## config.mk

```make
export PLATFORM = sky130hd
export DESIGN_NAME = multilevel_priority_ring_queue_core
export DESIGN_NICKNAME = d
export VERILOG_FILES = /design/src/rtl/core/mprq_pkg.sv /design/src/rtl/core/multilevel_priority_ring_queue_core.sv /design/src/rtl/core/mprq_ram.sv
export SDC_FILE = /design/constraint.sdc
export NUM_CORES = 2
export LEC_CHECK = 0
export BUFFER_PORTS_ARGS = -buffer_cell sky130_fd_sc_hd__clkbuf_2
export CAP_MARGIN = 10
export CORE_ASPECT_RATIO = 1.25
export CORE_MARGIN = 2
export CORE_UTILIZATION = 65
export DETAILED_ROUTE_END_ITERATION = 16
export GPL_TIMING_DRIVEN = 1
export PLACE_DENSITY_LB_ADDON = 0.15
export SLEW_MARGIN = 20
export SYNTH_ARGS = -nofsm -noshare
export SYNTH_HDL_FRONTEND = slang
export SYNTH_SLANG_ARGS = --single-unit
```

## constraint.sdc

```tcl
create_clock -name clk -period 8.4 [get_ports clk]
set_input_delay 1.26 -clock clk [delete_from_list [all_inputs] [get_ports clk]]
set_output_delay 1.26 -clock clk [all_outputs]
set_load 0.1 [all_outputs]
```

## src/rtl/core/mprq_pkg.sv

```systemverilog
`default_nettype none
// ----------------------------------------------------------------------------
// mprq_pkg
// Shared types and codes for the multilevel priority ring queue.
// ----------------------------------------------------------------------------
package mprq_pkg;

    localparam int CFG_W   = 4;
    localparam int DATA_W  = 32;
    localparam int PRIO_W  = 4;
    localparam int LEVEL_W = 4;
    // comparison width for index arithmetic, holds any size up to 16
    localparam int CMP_W   = 5;

    localparam logic [CFG_W-1:0] SIZE_RESET = 4'd8;

    typedef enum logic [1:0] {
        ST_OK        = 2'd0,
        ST_INVALID   = 2'd1,
        ST_OVERFLOW  = 2'd2,
        ST_UNDERFLOW = 2'd3
    } status_t;

    typedef enum logic {
        ACT_INSERT = 1'b0,
        ACT_DELETE = 1'b1
    } action_t;

endpackage : mprq_pkg
`default_nettype wire

```

## src/rtl/core/multilevel_priority_ring_queue_core.sv

```systemverilog
`default_nettype none
// ----------------------------------------------------------------------------
// multilevel_priority_ring_queue_core
// Priority queue built from one circular ring per priority level.
// ----------------------------------------------------------------------------
// The queue takes one insert or delete transaction per clock cycle while the
// output is not stalled, and returns exactly one result per transaction in
// order. In the accept cycle the per-level head, tail and empty flags held in
// flip-flops are updated and the ring memory access is issued, so the
// registered read data of the single ring RAM (MAX_SIZE*MAX_SIZE words) is
// back at the accepting edge. The result passes from the lookup stage
// registers into the output register once that register is free. Since
// every transaction touches the RAM in its own accept cycle only, a delete that
// follows an insert to the same slot reads the freshly written word. The ring
// RAM needs no clearing after reset. The size register may only be written
// while no transaction is in flight.
module multilevel_priority_ring_queue_core
    import mprq_pkg::*;
#(
    parameter int MAX_SIZE = 8
) (
    input  wire logic                clk,
    input  wire logic                rst_n,

    input  wire logic                cfg_wr_en,
    input  wire logic [CFG_W-1:0]    cfg_wr_data,

    input  wire logic                in_valid,
    output logic                     in_stall,
    input  wire logic                action,
    input  wire logic [PRIO_W-1:0]   priority_req,
    input  wire logic signed [DATA_W-1:0] value,

    output logic                     out_valid,
    input  wire logic                out_stall,
    output logic [1:0]               status,
    output logic signed [DATA_W-1:0] removed_value,
    output logic [LEVEL_W-1:0]       removed_level
);

    localparam int IDX_W  = $clog2(MAX_SIZE);
    localparam int ADDR_W = $clog2(MAX_SIZE * MAX_SIZE);
    localparam logic [CMP_W-1:0] MAX_CMP = CMP_W'(MAX_SIZE);

    // configuration
    logic [CFG_W-1:0] size_reg;
    logic [CFG_W-1:0] sz_eff;

    // per-level ring pointers
    logic [IDX_W-1:0] head_reg  [MAX_SIZE];
    logic [IDX_W-1:0] head_next [MAX_SIZE];
    logic [IDX_W-1:0] tail_reg  [MAX_SIZE];
    logic [IDX_W-1:0] tail_next [MAX_SIZE];
    logic [MAX_SIZE-1:0] empty_reg;
    logic [MAX_SIZE-1:0] empty_next;

    // lookup stage, waiting for ram read data
    logic             p_valid_reg;
    status_t          p_status_reg;
    status_t          p_status_next;
    logic [LEVEL_W-1:0] p_level_reg;
    logic [LEVEL_W-1:0] p_level_next;
    logic             p_del_ok_reg;
    logic             p_del_ok_next;
    logic             p_move;

    // output register
    logic             out_valid_reg;
    status_t          status_reg;
    logic [DATA_W-1:0] removed_value_reg;
    logic [LEVEL_W-1:0] removed_level_reg;

    logic             in_acc;
    logic             ins;
    logic             del;
    logic             prio_bad;
    logic [IDX_W-1:0] ins_lv;
    logic             ins_empty;
    logic [IDX_W-1:0] ins_nt;
    logic             ins_full;
    logic             del_found;
    logic [IDX_W-1:0] del_lv;
    logic [IDX_W-1:0] del_head;
    logic             del_last;

    logic              ram_we;
    logic [ADDR_W-1:0] ram_waddr;
    logic [IDX_W-1:0]  ram_wslot;
    logic              ram_re;
    logic [ADDR_W-1:0] ram_raddr;
    logic [DATA_W-1:0] ram_rdata;

    function automatic logic [IDX_W-1:0] advance(
        input logic [IDX_W-1:0] idx,
        input logic [CFG_W-1:0] sz
    );
        logic [CMP_W-1:0] inc;
        inc = CMP_W'(idx) + CMP_W'(1);
        if (inc >= CMP_W'(sz))
        begin
            return '0;
        end
        return IDX_W'(inc);
    endfunction

    // size clamped to 1..MAX_SIZE
    always_comb
    begin
        if (size_reg == '0)
        begin
            sz_eff = CFG_W'(1);
        end
        else if (CMP_W'(size_reg) > MAX_CMP)
        begin
            sz_eff = CFG_W'(MAX_SIZE);
        end
        else
        begin
            sz_eff = size_reg;
        end
    end

    assign p_move   = !out_valid_reg || !out_stall;
    assign in_stall = p_valid_reg && !p_move;
    assign in_acc   = in_valid && !in_stall;
    assign ins      = in_acc && (action == ACT_INSERT);
    assign del      = in_acc && (action == ACT_DELETE);

    assign prio_bad  = (priority_req == '0) || (priority_req > sz_eff);
    assign ins_lv    = IDX_W'(priority_req - PRIO_W'(1));
    assign ins_empty = empty_reg[ins_lv];
    assign ins_nt    = advance(tail_reg[ins_lv], sz_eff);
    assign ins_full  = !ins_empty && (ins_nt == head_reg[ins_lv]);

    // lowest-numbered non-empty level among those in use
    always_comb
    begin
        del_found = 1'b0;
        del_lv    = '0;
        for (int k = MAX_SIZE - 1; k >= 0; k--)
        begin
            if (!empty_reg[k] && (CMP_W'(k) < CMP_W'(sz_eff)))
            begin
                del_found = 1'b1;
                del_lv    = IDX_W'(k);
            end
        end
    end

    assign del_head = head_reg[del_lv];
    assign del_last = (del_head == tail_reg[del_lv]);

    // pointer update and transaction status
    always_comb
    begin
        head_next     = head_reg;
        tail_next     = tail_reg;
        empty_next    = empty_reg;
        p_status_next = ST_OK;
        p_level_next  = '0;
        p_del_ok_next = 1'b0;
        ram_we        = 1'b0;
        ram_wslot     = '0;
        ram_re        = 1'b0;
        if (ins)
        begin
            if (prio_bad)
            begin
                p_status_next = ST_INVALID;
            end
            else if (ins_empty)
            begin
                head_next[ins_lv]  = '0;
                tail_next[ins_lv]  = '0;
                empty_next[ins_lv] = 1'b0;
                ram_we             = 1'b1;
            end
            else if (ins_full)
            begin
                p_status_next = ST_OVERFLOW;
            end
            else
            begin
                tail_next[ins_lv] = ins_nt;
                ram_we            = 1'b1;
                ram_wslot         = ins_nt;
            end
        end
        else if (del)
        begin
            if (!del_found)
            begin
                p_status_next = ST_UNDERFLOW;
            end
            else
            begin
                ram_re        = 1'b1;
                p_del_ok_next = 1'b1;
                p_level_next  = LEVEL_W'(del_lv) + LEVEL_W'(1);
                if (del_last)
                begin
                    empty_next[del_lv] = 1'b1;
                    head_next[del_lv]  = '0;
                    tail_next[del_lv]  = '0;
                end
                else
                begin
                    head_next[del_lv] = advance(del_head, sz_eff);
                end
            end
        end
    end

    assign ram_waddr = ADDR_W'(ins_lv) * ADDR_W'(MAX_SIZE) + ADDR_W'(ram_wslot);
    assign ram_raddr = ADDR_W'(del_lv) * ADDR_W'(MAX_SIZE) + ADDR_W'(del_head);

    mprq_ram #(
        .WIDTH (DATA_W),
        .DEPTH (MAX_SIZE * MAX_SIZE)
    ) u_ring_ram (
        .clk   (clk),
        .we    (ram_we),
        .waddr (ram_waddr),
        .wdata (value),
        .re    (ram_re),
        .raddr (ram_raddr),
        .rdata (ram_rdata)
    );

    always_ff @(posedge clk or negedge rst_n)
    begin
        if (!rst_n)
        begin
            size_reg  <= SIZE_RESET;
            empty_reg <= '1;
            for (int k = 0; k < MAX_SIZE; k++)
            begin
                head_reg[k] <= '0;
                tail_reg[k] <= '0;
            end
        end
        else
        begin
            if (cfg_wr_en)
            begin
                size_reg <= cfg_wr_data;
            end
            empty_reg <= empty_next;
            head_reg  <= head_next;
            tail_reg  <= tail_next;
        end
    end

    always_ff @(posedge clk or negedge rst_n)
    begin
        if (!rst_n)
        begin
            p_valid_reg   <= 1'b0;
            out_valid_reg <= 1'b0;
        end
        else
        begin
            if (in_acc)
            begin
                p_valid_reg <= 1'b1;
            end
            else if (p_move)
            begin
                p_valid_reg <= 1'b0;
            end
            if (p_valid_reg && p_move)
            begin
                out_valid_reg <= 1'b1;
            end
            else if (!out_stall)
            begin
                out_valid_reg <= 1'b0;
            end
        end
    end

    always_ff @(posedge clk)
    begin
        if (in_acc)
        begin
            p_status_reg <= p_status_next;
            p_level_reg  <= p_level_next;
            p_del_ok_reg <= p_del_ok_next;
        end
        if (p_valid_reg && p_move)
        begin
            status_reg        <= p_status_reg;
            removed_level_reg <= p_level_reg;
            removed_value_reg <= p_del_ok_reg ? ram_rdata : '0;
        end
    end

    assign out_valid     = out_valid_reg;
    assign status        = status_reg;
    assign removed_value = removed_value_reg;
    assign removed_level = removed_level_reg;

    // a held lookup stage must keep its read data until it moves on
    a_rdata_hold: assert property (@(posedge clk) disable iff (!rst_n)
        p_valid_reg && !p_move |=> $stable(ram_rdata))
        else $error("ring ram read data changed under a held transaction");

    // only a successful delete carries a value or a level
    a_fail_zero: assert property (@(posedge clk) disable iff (!rst_n)
        out_valid_reg && (status_reg != ST_OK) |->
            (removed_value_reg == '0) && (removed_level_reg == '0))
        else $error("failed transaction carries a value or level");

    // an empty level always has its pointers parked at slot zero
    for (genvar g = 0; g < MAX_SIZE; g++)
    begin : g_empty_chk
        a_empty_ptr: assert property (@(posedge clk) disable iff (!rst_n)
            empty_reg[g] |-> (head_reg[g] == '0) && (tail_reg[g] == '0))
            else $error("empty level with pointers away from slot zero");
    end

endmodule : multilevel_priority_ring_queue_core
`default_nettype wire

```

## src/rtl/core/mprq_ram.sv

```systemverilog
`default_nettype none
// ----------------------------------------------------------------------------
// mprq_ram
// Generic single-port-write, single-port-read RAM with a registered read.
// ----------------------------------------------------------------------------
module mprq_ram #(
    parameter int WIDTH = 32,
    parameter int DEPTH = 64
) (
    input  wire logic                     clk,
    input  wire logic                     we,
    input  wire logic [$clog2(DEPTH)-1:0] waddr,
    input  wire logic [WIDTH-1:0]         wdata,
    input  wire logic                     re,
    input  wire logic [$clog2(DEPTH)-1:0] raddr,
    output logic      [WIDTH-1:0]         rdata
);

    logic [WIDTH-1:0] mem [DEPTH];

    always_ff @(posedge clk)
    begin
        if (we)
        begin
            mem[waddr] <= wdata;
        end
        // read data holds while no read is issued
        if (re)
        begin
            rdata <= mem[raddr];
        end
    end

endmodule : mprq_ram
`default_nettype wire
```

After elaboration in Yosys (flattened, before gate mapping)
Memory sizes are Yosys's and may differ from the RTL's. A register that Yosys moved wholly into a read port is not among the register bits.
Cells that the tools add are included.
{"block": "word_totals", "out_inout_bits": 40, "mem_count": 1, "ff_bits": 107, "mem_bits_rw": 2048}
{"block": "classes", "n_eq_ne": 6, "n_bitwise": 14, "addsub": 6, "n_reduce_logical": 43, "order_cmp": 20, "mux": 98}
{"memory": "u_ring_ram.mem", "words": 64, "word_bits": 32, "read_ports": 1, "rd_ports_with_merged_regs": 1, "wr": 1, "line_no": "mprq_ram.sv:19", "text": "logic [WIDTH-1:0] mem [DEPTH];"}
{"cell": "2-to-1 mux 24 bit", "n": 13}
{"cell": "bitwise AND 24 bit", "n": 4}
{"cell": "2-to-1 mux 3 bit", "n": 30}
{"cell": "bitwise mux 24 bit", "n": 2}
{"cell": "2-to-1 mux 8 bit", "n": 6}
{"cell": "NOT 24 bit", "n": 2}
{"cell": "binary-select mux 3 bit (select 3 bit)", "n": 4}
{"cell": "2-to-1 mux 1 bit", "n": 30}
{"cell": "demux 3 bit (select 3 bit)", "n": 2}
{"cell": "logical AND 1 bit", "n": 18}
{"cell": "less-than comparator 3 x 4 -> 1 bit (first input constant)", "n": 4}
{"cell": "logical NOT 1 bit", "n": 13}
{"cell": "adder 3 x 1 -> 4 bit (second input constant)", "n": 3}
{"cell": "adder 6 x 3 -> 6 bit", "n": 2}
{"cell": "2-to-1 mux 2 bit", "n": 6}
{"cell": "AND reduction 5 bit", "n": 2}
{"cell": "bitwise AND 8 bit", "n": 1}
{"cell": "greater-or-equal comparator 4 bit", "n": 2}
{"cell": "greater-or-equal comparator 4 bit (second input constant)", "n": 2}
{"cell": "logical NOT 4 bit", "n": 2}
{"cell": "less-than comparator 1 x 4 -> 1 bit (first input constant)", "n": 2}
{"cell": "less-than comparator 2 x 4 -> 1 bit (first input constant)", "n": 2}
{"cell": "less-than comparator 3 x 4 -> 1 bit (second input constant)", "n": 2}
{"cell": "less-than comparator 4 x 1 -> 1 bit (second input constant)", "n": 2}
{"cell": "19 further kinds", "n": 31}

Logic depth before layout (Yosys ltp)
{"block": "depth", "word_depth": 34, "depth_mapped": 23, "ltp_nobuf": 19}

Hierarchy
From an unflattened synthesis, not the netlist that was laid out.
{"block": "unflattened", "hier_cells": 3986, "hier_area_um2": 85365.6}
{"module": "mprq_ram", "area_per_inst_um2": 78835.6, "seq_area_each_um2": 62459.9, "cells_per_inst": 3324, "n_inst": 1}
{"module": "multilevel_priority_ring_queue_core", "area_per_inst_um2": 6530.0, "seq_area_each_um2": 2914.0, "cells_per_inst": 662, "n_inst": 1}

Worst setup path after synthesis
OpenSTA, ideal clock, no wires.
{"block": "synth_path", "kind": "in2reg", "startpoint": "input port priority_req[0]", "endpoint": "memory u_ring_ram.mem[10][0], enable pin", "setup_time_ns": 0.421, "cell_stages": 21, "arrival_ns": 7.172, "path_buffers": 4, "required_time_ns": 7.979, "slack_ns": 0.807, "path_cell_list": "buf_2 inv_2 ha_1 clkbuf_1 buf_1 mux2i_1 nor2_1 a31oi_1 o221ai_1 ha_1 ha_1 a21o_1 a21o_1 a211oi_1 xnor2_1 nor4_2 nor3_1 nand2_1 or3_1 clkbuf_1 nor2_1"}
{"block": "synth_between", "elab_chain_len": 17, "word_cells_on_any_way": 31, "classes_between": "add/sub: 3; order compare: 2; eq/ne: 1; mux: 20; bitwise: 1; reduce/logical: 4"}
{"element": "start: declaration", "line_no": "multilevel_priority_ring_queue_core.sv:31", "text": "input wire logic [PRIO_W-1:0] priority_req,"}
{"element": "parallel branches: the longest is 17 deep, another holds adder 3 x 1 -> 4 bit"}
{"element": "end: declaration", "line_no": "mprq_ram.sv:19"}
Parallel ways; which one is timed is not known. The select of a mux whose other input is x is not followed.

Final worst setup path
{"block": "layout_path", "startpoint": "input port priority_req[0]", "endpoint": "memory u_ring_ram.mem[50][17], enable pin"}
Same word-level chain as after synthesis.

==> key figures <==
Synthesis
  – Post-synthesis sequential area ratio: 76.1%
  – Register bit count reported by yosys: 2187
  – Count of cell types in the netlist: 75
  – Syn_area_per_cell: 13.7 µm²
  – Synthesis Warnings: 0
  – Post-Syn Area: 86000 µm²
  – Syn Inst Count: 6273
  – Post-synth EDFFs: 2125
  – Ys flop type: edfxtp_1
  – Async SR Flop Fraction: 2.83%
  – Syn Nets: 6335

Timing
  – RSZ-0062 raised after global routing: no
  – Final setup vio count: 0
  – Hold slack: 420 ps
  – Worst slew pin tran: 1220 ps
  – Final min period: 6850 ps
  – Final clock skew: 34.0 ps
  – Endpoints failing hold: 0
  – Max transition margin: 18.7%
  – Fmax: 146 MHz
  – Sum Neg Setup Slack: 0 ps
  – Final Max Slew Viols: 0
  – Final period util: 81.6%

Placement
  – Placer Congestion: 0.947
  – DP HPWL: 147000 µm
  – Placed cell area: 88800 µm²
  – Port buffer count: 85

Global routing
  – Total GRT Usage: 36.9%
  – Number of global-route vias before repair: 52200
  – Largest net degree at the start of global routing: 188
  – Overflow after GRT: 0
  – First-pass GRT wire length: 356000 µm
  – Initial antenna violation count: 23

Setup path
  – Critical Path Sink Type: flop
  – Crit path max-delay cell type: nor2_4
  – Worst Path Arrival: 7300 ps
  – CP Max Fanout: 32
  – CP delay by family, top: simple AND/OR/NAND/NOR gates
  – Worst reg2reg path endpoint: u_ring_ram.rdata[7]$_DFFE_PP_
  – CP max stage delay: 1010 ps
  – R2r startpoint: size_reg[3]$_DFFE_PN1P_
  – CP Class: input port to flop
  – Crit path buffers/inverters: 5
  – Worst setup path startpoint: priority_req[0]
  – R2r setup slk: 2390 ps
  – Worst reg2reg path depth: 13
  – CP Launch Type: input port
  – Crit-path cells: clkbuf_2, inv_2, ha_1, xor2_1, buf_4, mux4_2, mux2i_1, inv_1, ha_1, xor2_1, inv_1, ha_1, a21o_1, a211oi_2, xor2_1, nor4_2, nor3_1, nand2_1, or3_1, nor2_4
  – CP required: 8850 ps

Flow run
  – Max-cap violation count: 0

Final layout
  – Seq. cell area: 65400 µm²
  – NumNets Final: 6366
  – Largest register FFs: 2048
  – # fillers: 8457
  – Design area: 95300 µm²
  – Area of the multi-input gates: 19500 µm²
  – Fraction of layout cells with a size suffix above 1: 9.35%
  – Area grow syn2layout: 10.8%

CTS
  – CTS Sinks: 2187
  – CTS tree: done
  – Clk buf depth: 3
  – H-tree Lvls: 4
  – CTS Hold Buffers Added: 0
  – Setup bufs post-CTS: 0
  – # resized after CTS: 0
  – Clock buffer count from CTS: 197
  – Clock latency on the worst-skew pair: 850 ps
  – Clock root cell: clkbuf_16
  – Clk slew on worst S/H paths: 60 ps

Detailed routing
  – Drt first-iter violations: 8795
  – Via count: 55200
  – First-pass detailed-route iteration total: 9
  – Post-Route WL: 249000 µm
  – Vias per Instance: 6.73
  – Final ANT Viol Nets: 1
  – Residual DRC: 0
  – Wire per inst: 30.3 µm

Floorplan
  – Chip Width: 329 µm
  – Ports: 86
  – Initial Utilization: 65.3%
  – CORE AREA: 132000 µm²
  – Row Count: 149
  – Die ar.: 135000 µm²
  – Die Y: 411 µm

Min path
  – WHS Endpoint: removed_level[2]$_DFFE_PP_
  – Hold Path Class: flop to flop
  – Hold depth: 0
  – Hold Path Origin: p_level_reg[2]$_SDFFCE_PN0P_

Status
  – Outcome: finished with violations
  – Violated checks: antenna rules

Power and ir drop
  – Power Total: 0.0331 W
  – Worst ir drop on vdd: 540 µV
  – PD cells: 348 nW/µm²
  – Leakage: 31.5 nW
-- stage by stage --
stage	setup slack, ps	std cells	util (%)
final	1550	8207	72.4
after global routing	1190	8196	72.4
after CTS	1660	8192	72.3
after detailed placement	803	7837	67.5
after global placement	729	7837	67.5
after floorplan	807	6273	-
-- layer usage --
metal  global-route usage, %  vias to the layer above  share of wire, %
met5                       0                        -             0.035
met4                    19.2                       14               5.9
met3                    7.55                      641                11
met2                    58.2                     3798                48
met1                    49.2                    27300                35
li1                        -                    23500                 -
-- Yosys cell counts (8+ instances only) --
cell type	n	area (µm²)
edfxtp_1	2125	63800
nand2_1	1832	6880
nand3_1	569	2850
a31oi_1	298	1860
clkbuf_1	222	833
mux2i_1	153	1530
a32oi_1	147	1290
nand4_1	144	901
nor2_1	119	447
buf_2	87	435
buf_1	74	278
dfrtp_1	53	1330
a21oi_1	44	220
o21ai_0	38	190
and3_1	37	231
and2_1	35	219
and4_1	33	289
o2bb2ai_1	29	254
a22oi_1	22	165
nor3_1	21	105
ha_1	16	200
inv_1	15	56.3
a32o_1	12	120
nand2b_1	11	68.8
a21o_1	10	75.1
o221ai_1	10	87.6
dfstp_2	9	236
o22ai_1	9	56.3
or3_1	8	50.1
-- layout make-up --
class | count | area share [%]
antenna | 11 | 0.0289
clock buffer | 243 | 5.43
clock inverter | 112 | 1.19
inverter | 17 | 0.0749
multi-input combinational | 3680 | 20.4
sequential | 2187 | 68.6
tap | 1736 | 2.28
timing repair buffer | 221 | 1.92
-- worst max-delay path by stage --
stage                                       end  slack [ps]  cells after the start
2_1_floorplan   u_ring_ram.mem[10][0]$_DFFE_PP_         810                     21
3_3_place_gp    u_ring_ram.mem[50][5]$_DFFE_PP_         730                     20
3_5_place_dp    u_ring_ram.mem[50][5]$_DFFE_PP_         800                     20
4_1_cts        u_ring_ram.mem[50][17]$_DFFE_PP_        1660                     20
5_1_grt        u_ring_ram.mem[50][17]$_DFFE_PP_        1190                     20
6_report       u_ring_ram.mem[50][17]$_DFFE_PP_        1550                     20
-- cell families after synthesis --
| group | synth area share (%) |
|---|---|
| buf+inv | 1.94 |
| xor+xnor | 0.0917 |
| mux | 1.97 |
| compound gates | 5.53 |
| fa+ha+maj | 0.233 |
| flops | 76.1 |
| simple gates | 14.2 |
-- cell usage in the layout, fill, tap and decap left out, types with 47 or more instances in the layout --
master and count:
edfxtp_1 2125, clkbuf_2 53, buf_4 144, dfrtp_1 53, nor2_1 55, nand3_1 569
clkbuf_16 200, nand2_1 1825, nand4_1 144, a31oi_1 298, nor2_4 64, a32oi_1 147
clkinv_1 47, mux2i_1 153
-- report_power, final --
group          internal (W)  switching [W]  total [W]
logic               0.00279        0.00898     0.0118
registers            0.0123       0.000176     0.0124
clock network       0.00504        0.00390    0.00894
(Power assumes the default switching activity.)
